--- src/rtl/olist_pkg.sv ---
`default_nettype none
// ----------------------------------------------------------------------------
// olist_pkg
// Shared types and constants for the ordered item list core.
// ----------------------------------------------------------------------------
package olist_pkg;

    localparam int CAPACITY = 64;
    localparam int ID_BITS  = 16;
    localparam int OP_BITS  = 3;
    localparam int CNT_BITS = $clog2(CAPACITY + 1);
    localparam int ST_BITS  = 2;

    localparam logic [OP_BITS-1:0] OP_PUSH_FRONT = 3'd0;
    localparam logic [OP_BITS-1:0] OP_PUSH_BACK  = 3'd1;
    localparam logic [OP_BITS-1:0] OP_REMOVE     = 3'd2;
    localparam logic [OP_BITS-1:0] OP_CONTAINS   = 3'd3;
    localparam logic [OP_BITS-1:0] OP_POP_FRONT  = 3'd4;
    localparam logic [OP_BITS-1:0] OP_CLEAR      = 3'd5;

    localparam logic [ST_BITS-1:0] STATUS_OK      = 2'd0;
    localparam logic [ST_BITS-1:0] STATUS_EMPTY   = 2'd1;
    localparam logic [ST_BITS-1:0] STATUS_FULL    = 2'd2;
    localparam logic [ST_BITS-1:0] STATUS_MISSING = 2'd3;

    typedef struct packed {
        logic [OP_BITS-1:0] operation;
        logic [ID_BITS-1:0] item_id;
    } req_t;

    typedef struct packed {
        logic [ID_BITS-1:0]  popped_id;
        logic                found;
        logic [CNT_BITS-1:0] entry_count;
        logic [ST_BITS-1:0]  status;
    } rsp_t;

    typedef struct packed {
        logic               capture;
        logic [ID_BITS-1:0] capture_key;
        logic [ID_BITS-1:0] key;
        logic               shift_right;
        logic               append;
        logic               shift_left_hit;
        logic               shift_left_all;
    } cell_ctl_t;

endpackage
`default_nettype wire

--- src/rtl/olist_cell.sv ---
`default_nettype none
// ----------------------------------------------------------------------------
// olist_cell
// One list position: holds an identifier and its compare result.
// ----------------------------------------------------------------------------
module olist_cell (
    input  wire logic                         clk,
    input  wire logic                         rst_n,
    input  wire olist_pkg::cell_ctl_t         ctl,
    input  wire logic                         occupied,
    input  wire logic                         tail,
    input  wire logic                         hit_in,
    input  wire logic [olist_pkg::ID_BITS-1:0] left_id,
    input  wire logic [olist_pkg::ID_BITS-1:0] right_id,
    output logic [olist_pkg::ID_BITS-1:0]      id,
    output logic                              match
);

    logic [olist_pkg::ID_BITS-1:0] id_reg;
    logic                          match_reg;

    always_ff @(posedge clk)
    begin
        if (ctl.shift_right)
        begin
            id_reg <= left_id;
        end
        else if (ctl.append && tail)
        begin
            id_reg <= ctl.key;
        end
        else if (ctl.shift_left_all || (ctl.shift_left_hit && (hit_in || match_reg)))
        begin
            id_reg <= right_id;
        end
    end

    always_ff @(posedge clk or negedge rst_n)
    begin
        if (!rst_n)
        begin
            match_reg <= 1'b0;
        end
        else if (ctl.capture)
        begin
            match_reg <= occupied && (id_reg == ctl.capture_key);
        end
    end

    assign id    = id_reg;
    assign match = match_reg;

endmodule
`default_nettype wire

--- src/rtl/olist_chain.sv ---
`default_nettype none
// ----------------------------------------------------------------------------
// olist_chain
// Row of list cells with neighbor links and the first-match prefix.
// ----------------------------------------------------------------------------
module olist_chain (
    input  wire logic                          clk,
    input  wire logic                          rst_n,
    input  wire olist_pkg::cell_ctl_t          ctl,
    input  wire logic [olist_pkg::CNT_BITS-1:0] count,
    output logic [olist_pkg::ID_BITS-1:0]       front_id,
    output logic                               any_hit
);

    logic [olist_pkg::ID_BITS-1:0] ids [olist_pkg::CAPACITY];
    logic [olist_pkg::CAPACITY-1:0] cell_hits;
    logic [olist_pkg::CAPACITY:0]   hit_chain;

    assign hit_chain[0] = 1'b0;

    for (genvar i = 0; i < olist_pkg::CAPACITY; i++)
    begin : g_cell
        logic [olist_pkg::ID_BITS-1:0] left_id;
        logic [olist_pkg::ID_BITS-1:0] right_id;

        if (i == 0)
        begin : g_first
            assign left_id = ctl.key;
        end
        else
        begin : g_mid
            assign left_id = ids[i-1];
        end

        if (i == olist_pkg::CAPACITY - 1)
        begin : g_last
            assign right_id = ids[i];
        end
        else
        begin : g_inner
            assign right_id = ids[i+1];
        end

        olist_cell u_cell (
            .clk      (clk),
            .rst_n    (rst_n),
            .ctl      (ctl),
            .occupied (olist_pkg::CNT_BITS'(i) < count),
            .tail     (olist_pkg::CNT_BITS'(i) == count),
            .hit_in   (hit_chain[i]),
            .left_id  (left_id),
            .right_id (right_id),
            .id       (ids[i]),
            .match    (cell_hits[i])
        );

        assign hit_chain[i+1] = hit_chain[i] | cell_hits[i];
    end

    assign front_id = ids[0];
    assign any_hit  = hit_chain[olist_pkg::CAPACITY];

endmodule
`default_nettype wire

--- src/rtl/ordered_item_list_core.sv ---
// A request transfer captures the operation and key and compares the key in the
// cell row; in ST_EXEC the commit shifts or writes the row and loads the response
// register. No new request is taken until that commit.
// A stalled response holds in the output register; the next request is taken
// and compared but commits only once that response transfers.
// Reset empties the list and drops response valid; cell identifiers are not reset.
`default_nettype none
// ----------------------------------------------------------------------------
// ordered_item_list_core
// Bounded ordered list of identifiers built on a row of compare cells.
// ----------------------------------------------------------------------------
module ordered_item_list_core (
    input  wire logic            clk,
    input  wire logic            rst_n,
    input  wire logic            req_valid,
    output logic                 req_stall,
    input  wire olist_pkg::req_t req,
    output logic                 rsp_valid,
    input  wire logic            rsp_stall,
    output olist_pkg::rsp_t      rsp
);

    typedef enum logic [1:0] {
        ST_IDLE = 2'b01,
        ST_EXEC = 2'b10
    } state_t;

    state_t                            state_reg;
    state_t                            state_next;
    logic [olist_pkg::CNT_BITS-1:0]    count_reg;
    logic [olist_pkg::CNT_BITS-1:0]    count_next;
    logic [olist_pkg::OP_BITS-1:0]     op_reg;
    logic [olist_pkg::ID_BITS-1:0]     key_reg;
    olist_pkg::rsp_t                   rsp_reg;
    olist_pkg::rsp_t                   rsp_next;
    logic                              rsp_valid_reg;

    olist_pkg::cell_ctl_t              ctl;
    logic [olist_pkg::ID_BITS-1:0]     front_id;
    logic                              any_hit;
    logic                              accept;
    logic                              commit;
    logic                              is_full;
    logic                              is_empty;

    assign req_stall = (state_reg != ST_IDLE);
    assign accept    = req_valid && !req_stall;
    assign commit    = (state_reg == ST_EXEC) && (!rsp_valid_reg || !rsp_stall);
    assign is_full   = (count_reg == olist_pkg::CNT_BITS'(olist_pkg::CAPACITY));
    assign is_empty  = (count_reg == '0);

    always_comb
    begin
        ctl.capture        = accept;
        ctl.capture_key    = req.item_id;
        ctl.key            = key_reg;
        ctl.shift_right    = commit && (op_reg == olist_pkg::OP_PUSH_FRONT) && !is_full;
        ctl.append         = commit && (op_reg == olist_pkg::OP_PUSH_BACK) && !is_full;
        ctl.shift_left_hit = commit && (op_reg == olist_pkg::OP_REMOVE) && any_hit;
        ctl.shift_left_all = commit && (op_reg == olist_pkg::OP_POP_FRONT) && !is_empty;
    end

    olist_chain u_chain (
        .clk      (clk),
        .rst_n    (rst_n),
        .ctl      (ctl),
        .count    (count_reg),
        .front_id (front_id),
        .any_hit  (any_hit)
    );

    always_comb
    begin
        count_next       = count_reg;
        rsp_next         = '0;
        rsp_next.status  = olist_pkg::STATUS_OK;
        case (op_reg)
            olist_pkg::OP_PUSH_FRONT, olist_pkg::OP_PUSH_BACK:
            begin
                if (is_full)
                begin
                    rsp_next.status = olist_pkg::STATUS_FULL;
                end
                else
                begin
                    count_next = count_reg + olist_pkg::CNT_BITS'(1);
                end
            end
            olist_pkg::OP_REMOVE:
            begin
                if (is_empty)
                begin
                    rsp_next.status = olist_pkg::STATUS_EMPTY;
                end
                else if (!any_hit)
                begin
                    rsp_next.status = olist_pkg::STATUS_MISSING;
                end
                else
                begin
                    count_next     = count_reg - olist_pkg::CNT_BITS'(1);
                    rsp_next.found = 1'b1;
                end
            end
            olist_pkg::OP_CONTAINS:
            begin
                if (is_empty)
                begin
                    rsp_next.status = olist_pkg::STATUS_EMPTY;
                end
                else if (!any_hit)
                begin
                    rsp_next.status = olist_pkg::STATUS_MISSING;
                end
                else
                begin
                    rsp_next.found = 1'b1;
                end
            end
            olist_pkg::OP_POP_FRONT:
            begin
                if (is_empty)
                begin
                    rsp_next.status = olist_pkg::STATUS_EMPTY;
                end
                else
                begin
                    count_next         = count_reg - olist_pkg::CNT_BITS'(1);
                    rsp_next.popped_id = front_id;
                end
            end
            olist_pkg::OP_CLEAR:
            begin
                count_next = '0;
            end
            default:
            begin
                count_next = count_reg;
            end
        endcase
        rsp_next.entry_count = count_next;
    end

    always_comb
    begin
        state_next = state_reg;
        unique case (state_reg)
            ST_IDLE:
            begin
                if (accept)
                begin
                    state_next = ST_EXEC;
                end
            end
            ST_EXEC:
            begin
                if (commit)
                begin
                    state_next = ST_IDLE;
                end
            end
            default:
            begin
                state_next = ST_IDLE;
            end
        endcase
    end

    always_ff @(posedge clk or negedge rst_n)
    begin
        if (!rst_n)
        begin
            state_reg     <= ST_IDLE;
            count_reg     <= '0;
            rsp_valid_reg <= 1'b0;
        end
        else
        begin
            state_reg <= state_next;
            if (commit)
            begin
                count_reg     <= count_next;
                rsp_valid_reg <= 1'b1;
            end
            else if (!rsp_stall)
            begin
                rsp_valid_reg <= 1'b0;
            end
        end
    end

    always_ff @(posedge clk)
    begin
        if (accept)
        begin
            op_reg  <= req.operation;
            key_reg <= req.item_id;
        end
        if (commit)
        begin
            rsp_reg <= rsp_next;
        end
    end

    assign rsp_valid = rsp_valid_reg;
    assign rsp       = rsp_reg;

    a_count_bound: assert property (@(posedge clk) disable iff (!rst_n)
        count_reg <= olist_pkg::CNT_BITS'(olist_pkg::CAPACITY))
        else $error("entry count above capacity");

    a_accept_exec: assert property (@(posedge clk) disable iff (!rst_n)
        accept |=> (state_reg == ST_EXEC))
        else $error("accepted request did not start execution");

    a_rsp_source: assert property (@(posedge clk) disable iff (!rst_n)
        $rose(rsp_valid_reg) |-> $past(state_reg == ST_EXEC))
        else $error("response raised without execution");

    a_count_hold: assert property (@(posedge clk) disable iff (!rst_n)
        !commit |=> $stable(count_reg))
        else $error("entry count changed outside commit");

endmodule
`default_nettype wire

--- config.mk ---
export PLATFORM = sky130hd
export DESIGN_NAME = ordered_item_list_core
export DESIGN_NICKNAME = d
export VERILOG_FILES = /design/src/rtl/olist_pkg.sv /design/src/rtl/olist_cell.sv /design/src/rtl/olist_chain.sv /design/src/rtl/ordered_item_list_core.sv
export SDC_FILE = /design/constraint.sdc
export NUM_CORES = 2
export LEC_CHECK = 0
export BUFFER_PORTS_ARGS = -buffer_cell sky130_fd_sc_hd__clkbuf_2
export CAP_MARGIN = 0
export CORE_MARGIN = 1.5
export CORE_UTILIZATION = 35
export CTS_CLUSTER_DIAMETER = 80
export CTS_CLUSTER_SIZE = 30
export DETAILED_ROUTE_END_ITERATION = 16
export GPL_TIMING_DRIVEN = 0
export SYNTH_ARGS = -nofsm -noshare
export SYNTH_HDL_FRONTEND = slang
export SYNTH_HIERARCHICAL = 1
export SYNTH_SLANG_ARGS = --single-unit
--- constraint.sdc ---
create_clock -name clk -period 14.1 [get_ports clk]
set_input_delay 0 -clock clk [delete_from_list [all_inputs] [get_ports clk]]
set_output_delay 0 -clock clk [all_outputs]
set_load 0.01 [all_outputs]
==> impl_metrics.env <==
export IMPL_leakage_nw=33.8
export IMPL_hold_viol=0
export IMPL_critical_path_max_stage_delay_ns=1.02
export IMPL_largest_reg_flops=1024
export IMPL_fin_nets=7024
export IMPL_required_ns=14.29
export IMPL_place_congestion=0.914
export IMPL_avgSynthCellArea_um2=10.5
export IMPL_clk_pin_slew_ns=0.10
export IMPL_power_mw=7.68
export IMPL_coreArea_um2=202000
export IMPL_switchingPower_mw=2.40
export IMPL_arrival_ns=6.61
export IMPL_cts_resized=0
export IMPL_ys_ff_latch=1143
export IMPL_rows=165
export IMPL_area_growth_pct=13.3
export IMPL_drt_pass1_iter_count=9
export IMPL_vias=56270
export IMPL_finalCriticalPeriod_ns=6.41
export IMPL_max_slew_margin_rel_pct=11.0
export IMPL_cts_root_buf="clkbuf_16"
export IMPL_status="finished, final reports clean"
export IMPL_endpoint_kind="flop"
export IMPL_die_area_um2=206000
export IMPL_numCtsBuffers=74
export IMPL_setup_violations=0
export IMPL_slowest_stage="nor3_1"
export IMPL_die_w_um=454
export IMPL_critPathLaunchType="flop"
export IMPL_post_cts_buffers=0
export IMPL_fmax_ghz=0.156
export IMPL_hold_path_class="in -> reg"
export IMPL_cts_tree="done"
export IMPL_clock_latency_ns=0.74
export IMPL_cts_hold_buf=15
export IMPL_clk_path_buf_depth=3
export IMPL_ant_nets=0
export IMPL_power_share_combinational_pct=15.6
export IMPL_postSynth_asyncResetShare_pct=6.47
export IMPL_initial_utilization_pct=35.2
export IMPL_path_max_fanout=38
export IMPL_antenna_found_initial=9
export IMPL_die_height_um=454
export IMPL_rsz0062_at_grt="false"
export IMPL_synth_edf_count=1069
export IMPL_gr_total_overflow=0
export IMPL_grt_use_total_pct=23.6
export IMPL_routed_wl_um=250000
export IMPL_power_density_nw_per_um2=95.4
export IMPL_drive_above_1_share_pct=7.54
export IMPL_synth_area_um2=71100
export IMPL_num_io_pins=51
export IMPL_fin_tns_setup_ns=0
export IMPL_post_route_util_pct=39.9
export IMPL_wl_per_cell_um=25.7
export IMPL_clock_skew_ns=0.0428
export IMPL_ir_drop_mv=0.0832
export IMPL_synth_cells=6745
export IMPL_grt_pass1_wl_um=369000
export IMPL_p_int_mw=5.28
export IMPL_synth_nets=6770
export IMPL_critical_path_most_common_cell="nand4b_1"
export IMPL_grt_pass1_vias=56123
export IMPL_drc=0
export IMPL_synth_distinct_cells=71
export IMPL_drt_iter0_markers=6521
export IMPL_htreeDepth=3
export IMPL_synth_warnings=6
export IMPL_cap_violations=0
export IMPL_cpLargestDelayFamily="simple AND/OR/NAND/NOR gates"
export IMPL_dp_cells=9580
export IMPL_fin_cells=9733
export IMPL_fin_crit_sh_pct=45.5
export IMPL_seq_area_frac_synth_pct=47.8
export IMPL_slew_viol_final=0
export IMPL_critPathKind="reg -> reg"
export IMPL_vias_per_cell=5.78
export IMPL_clock_sinks=1143
export IMPL_worst_slew_pin_transition_ns=1.33
export IMPL_grt_max_degree=66
export IMPL_io_buffers=50
export IMPL_ys_flop_type="edfxtp_1"
export IMPL_switching_share_pct=31.3
export IMPL_path_buf_inv=1
export IMPL_hpwl_um=185000
export IMPL_power_frac_seq_pct=50.4
export IMPL_p_clk_share_pct=34.0
export IMPL_crit_chain="nor4_1 -> nand4b_1 -> nor3_1 -> nand4b_1 -> and2_0 -> and3_2 -> buf_12 -> o21ai_0 -> nand3_1"
## cell usage in the layout (no fill, tap or decap), types with 7 or more instances in the layout
cell,synthesis,final
buf_12,0,20
o21ai_0,1125,1124
and3_1,17,16
or3_1,13,13
xnor2_1,68,68
nand2_1,1091,1091
nor2b_1,9,9
clkbuf_8,0,15
dfrtp_1,73,73
nor3_1,93,91
nand2_4,64,64
nor4_1,202,202
clkinv_8,0,12
inv_8,0,7
buf_16,0,80
edfxtp_1,1069,1069
nor2_1,157,154
mux2i_1,1025,1025
inv_12,0,12
nand4_1,71,71
dlygate4sd3_1,0,14
clkbuf_2,0,33
buf_6,66,73
buf_2,10,10
a21oi_1,18,18
inv_1,84,84
o22ai_2,64,64
clkbuf_1,210,212
clkbuf_16,0,74
xor2_1,961,961
inv_6,0,10
nand2b_1,12,12
nand3_1,150,150
## cell usage after synthesis, types with 4 or more instances
cell type	n	area share, %
a21oi_1	18	0.13
a31oi_1	5	0.044
and3_1	17	0.15
buf_2	10	0.070
buf_6	66	1.0
clkbuf_1	210	1.1
dfrtp_1	73	2.6
edfxtp_1	1069	45
inv_1	84	0.44
mux2i_1	1025	14
nand2_1	1091	5.8
nand2_4	64	1.0
nand2b_1	12	0.11
nand3_1	150	1.1
nand3b_1	6	0.063
nand4_1	71	0.63
nand4b_1	4	0.049
nor2_1	157	0.83
nor2b_1	9	0.079
nor3_1	93	0.66
nor3b_1	5	0.053
nor4_1	202	1.8
o21ai_0	1125	7.9
o22ai_2	64	1.1
o31ai_1	4	0.042
o32ai_1	4	0.049
or2_2	6	0.053
or3_1	13	0.11
xnor2_1	68	0.84
xor2_1	961	12
## worst register-to-register path, stage by stage (launching register included)
cell,delay [ns]
dfrtp_1,0.56
nor4_1,0.81
nand4b_1,0.61
nor3_1,1.03
nand4b_1,0.70
and2_0,0.50
and3_2,0.48
buf_12,0.33
o21ai_0,0.16
nand3_1,0.71
## routing by layer
metal | vias up | GRT usage, % | share of wire, %
li1 | 25013 | - | -
met1 | 28000 | 31.4 | 42
met2 | 2670 | 38.0 | 46
met3 | 577 | 4.26 | 8.1
met4 | 10 | 8.98 | 4.1
met5 | - | 0 | 0.028
## final timing paths
check / start / end / slack [ns] / depth (start not counted)
max in group asynchronous: rst_n / state_reg[0]$_DFFE_PN1P_ / 13.27 / 4
worst min-delay path: req[14] / u_chain/g_cell[50].u_cell/match$_DFFE_PN0P_ / 0.07 / 5
worst max-delay path: u_chain/g_cell[27].u_cell/match$_DFFE_PN0P_ / u_chain/g_cell[12].u_cell/id[3]$_DFFE_PP_ / 7.69 / 9
worst max register to register: u_chain/g_cell[27].u_cell/match$_DFFE_PN0P_ / u_chain/g_cell[12].u_cell/id[3]$_DFFE_PP_ / 7.69 / 9
min in group asynchronous: rst_n / u_chain/g_cell[47].u_cell/match$_DFFE_PN0P_ / 0.46 / 4
worst min register to register: state_reg[1]$_DFFE_PN0P_ / rsp_valid$_DFFE_PN0P_ / 0.51 / 2
## area by class of cell
class                           instances  area (µm²)
Timing Repair Buffer                  178        3310
Buffer                                291        1610
Tap cell                             2672        3340
Inverter                               85         319
Fill cell                           19826      121000
Clock inverter                         61         880
Clock buffer                           76        1860
Multi-Input combinational cell       5226       35200
Sequential cell                      1143       34000
Antenna cell                            1        2.50
## through the flow
| step | hold WS [ns] | setup slack [ns] | area, µm² |
|---|---|---|---|
| finish | 0.0738 | 7.69 | 80500 |
| global route | 0.0553 | 7.47 | 80500 |
| CTS | 0.00389 | 7.98 | 80500 |
| detailed placement | 0.0568 | 8.05 | 77600 |
| global placement | 0.183 | -9.77 | 74600 |
| floorplan | -0.296 | 1.24 | 71100 |
## logic make-up after synthesis
| group | share of synthesized area [%] |
|---|---|
| other cells | 0.00528 |
| fa+ha+maj | 0.0352 |
| simple gates | 12.7 |
| xor+xnor | 12.7 |
| mux | 14.4 |
| buf+inv | 2.71 |
| flops | 47.8 |
| compound gates | 9.63 |
## power by group through the flow
stage / registers [mW] / logic, mW / clock network [mW]
after floorplan: 3.92 / 0.524 / 0
after global placement: 4.04 / 0.949 / 0
after detailed placement: 3.94 / 1.14 / 0
after CTS: 3.86 / 1.15 / 2.65
after global routing: 3.87 / 1.24 / 2.75
final: 3.87 / 1.20 / 2.61
Note: power is estimated with default switching activity, not from simulation.
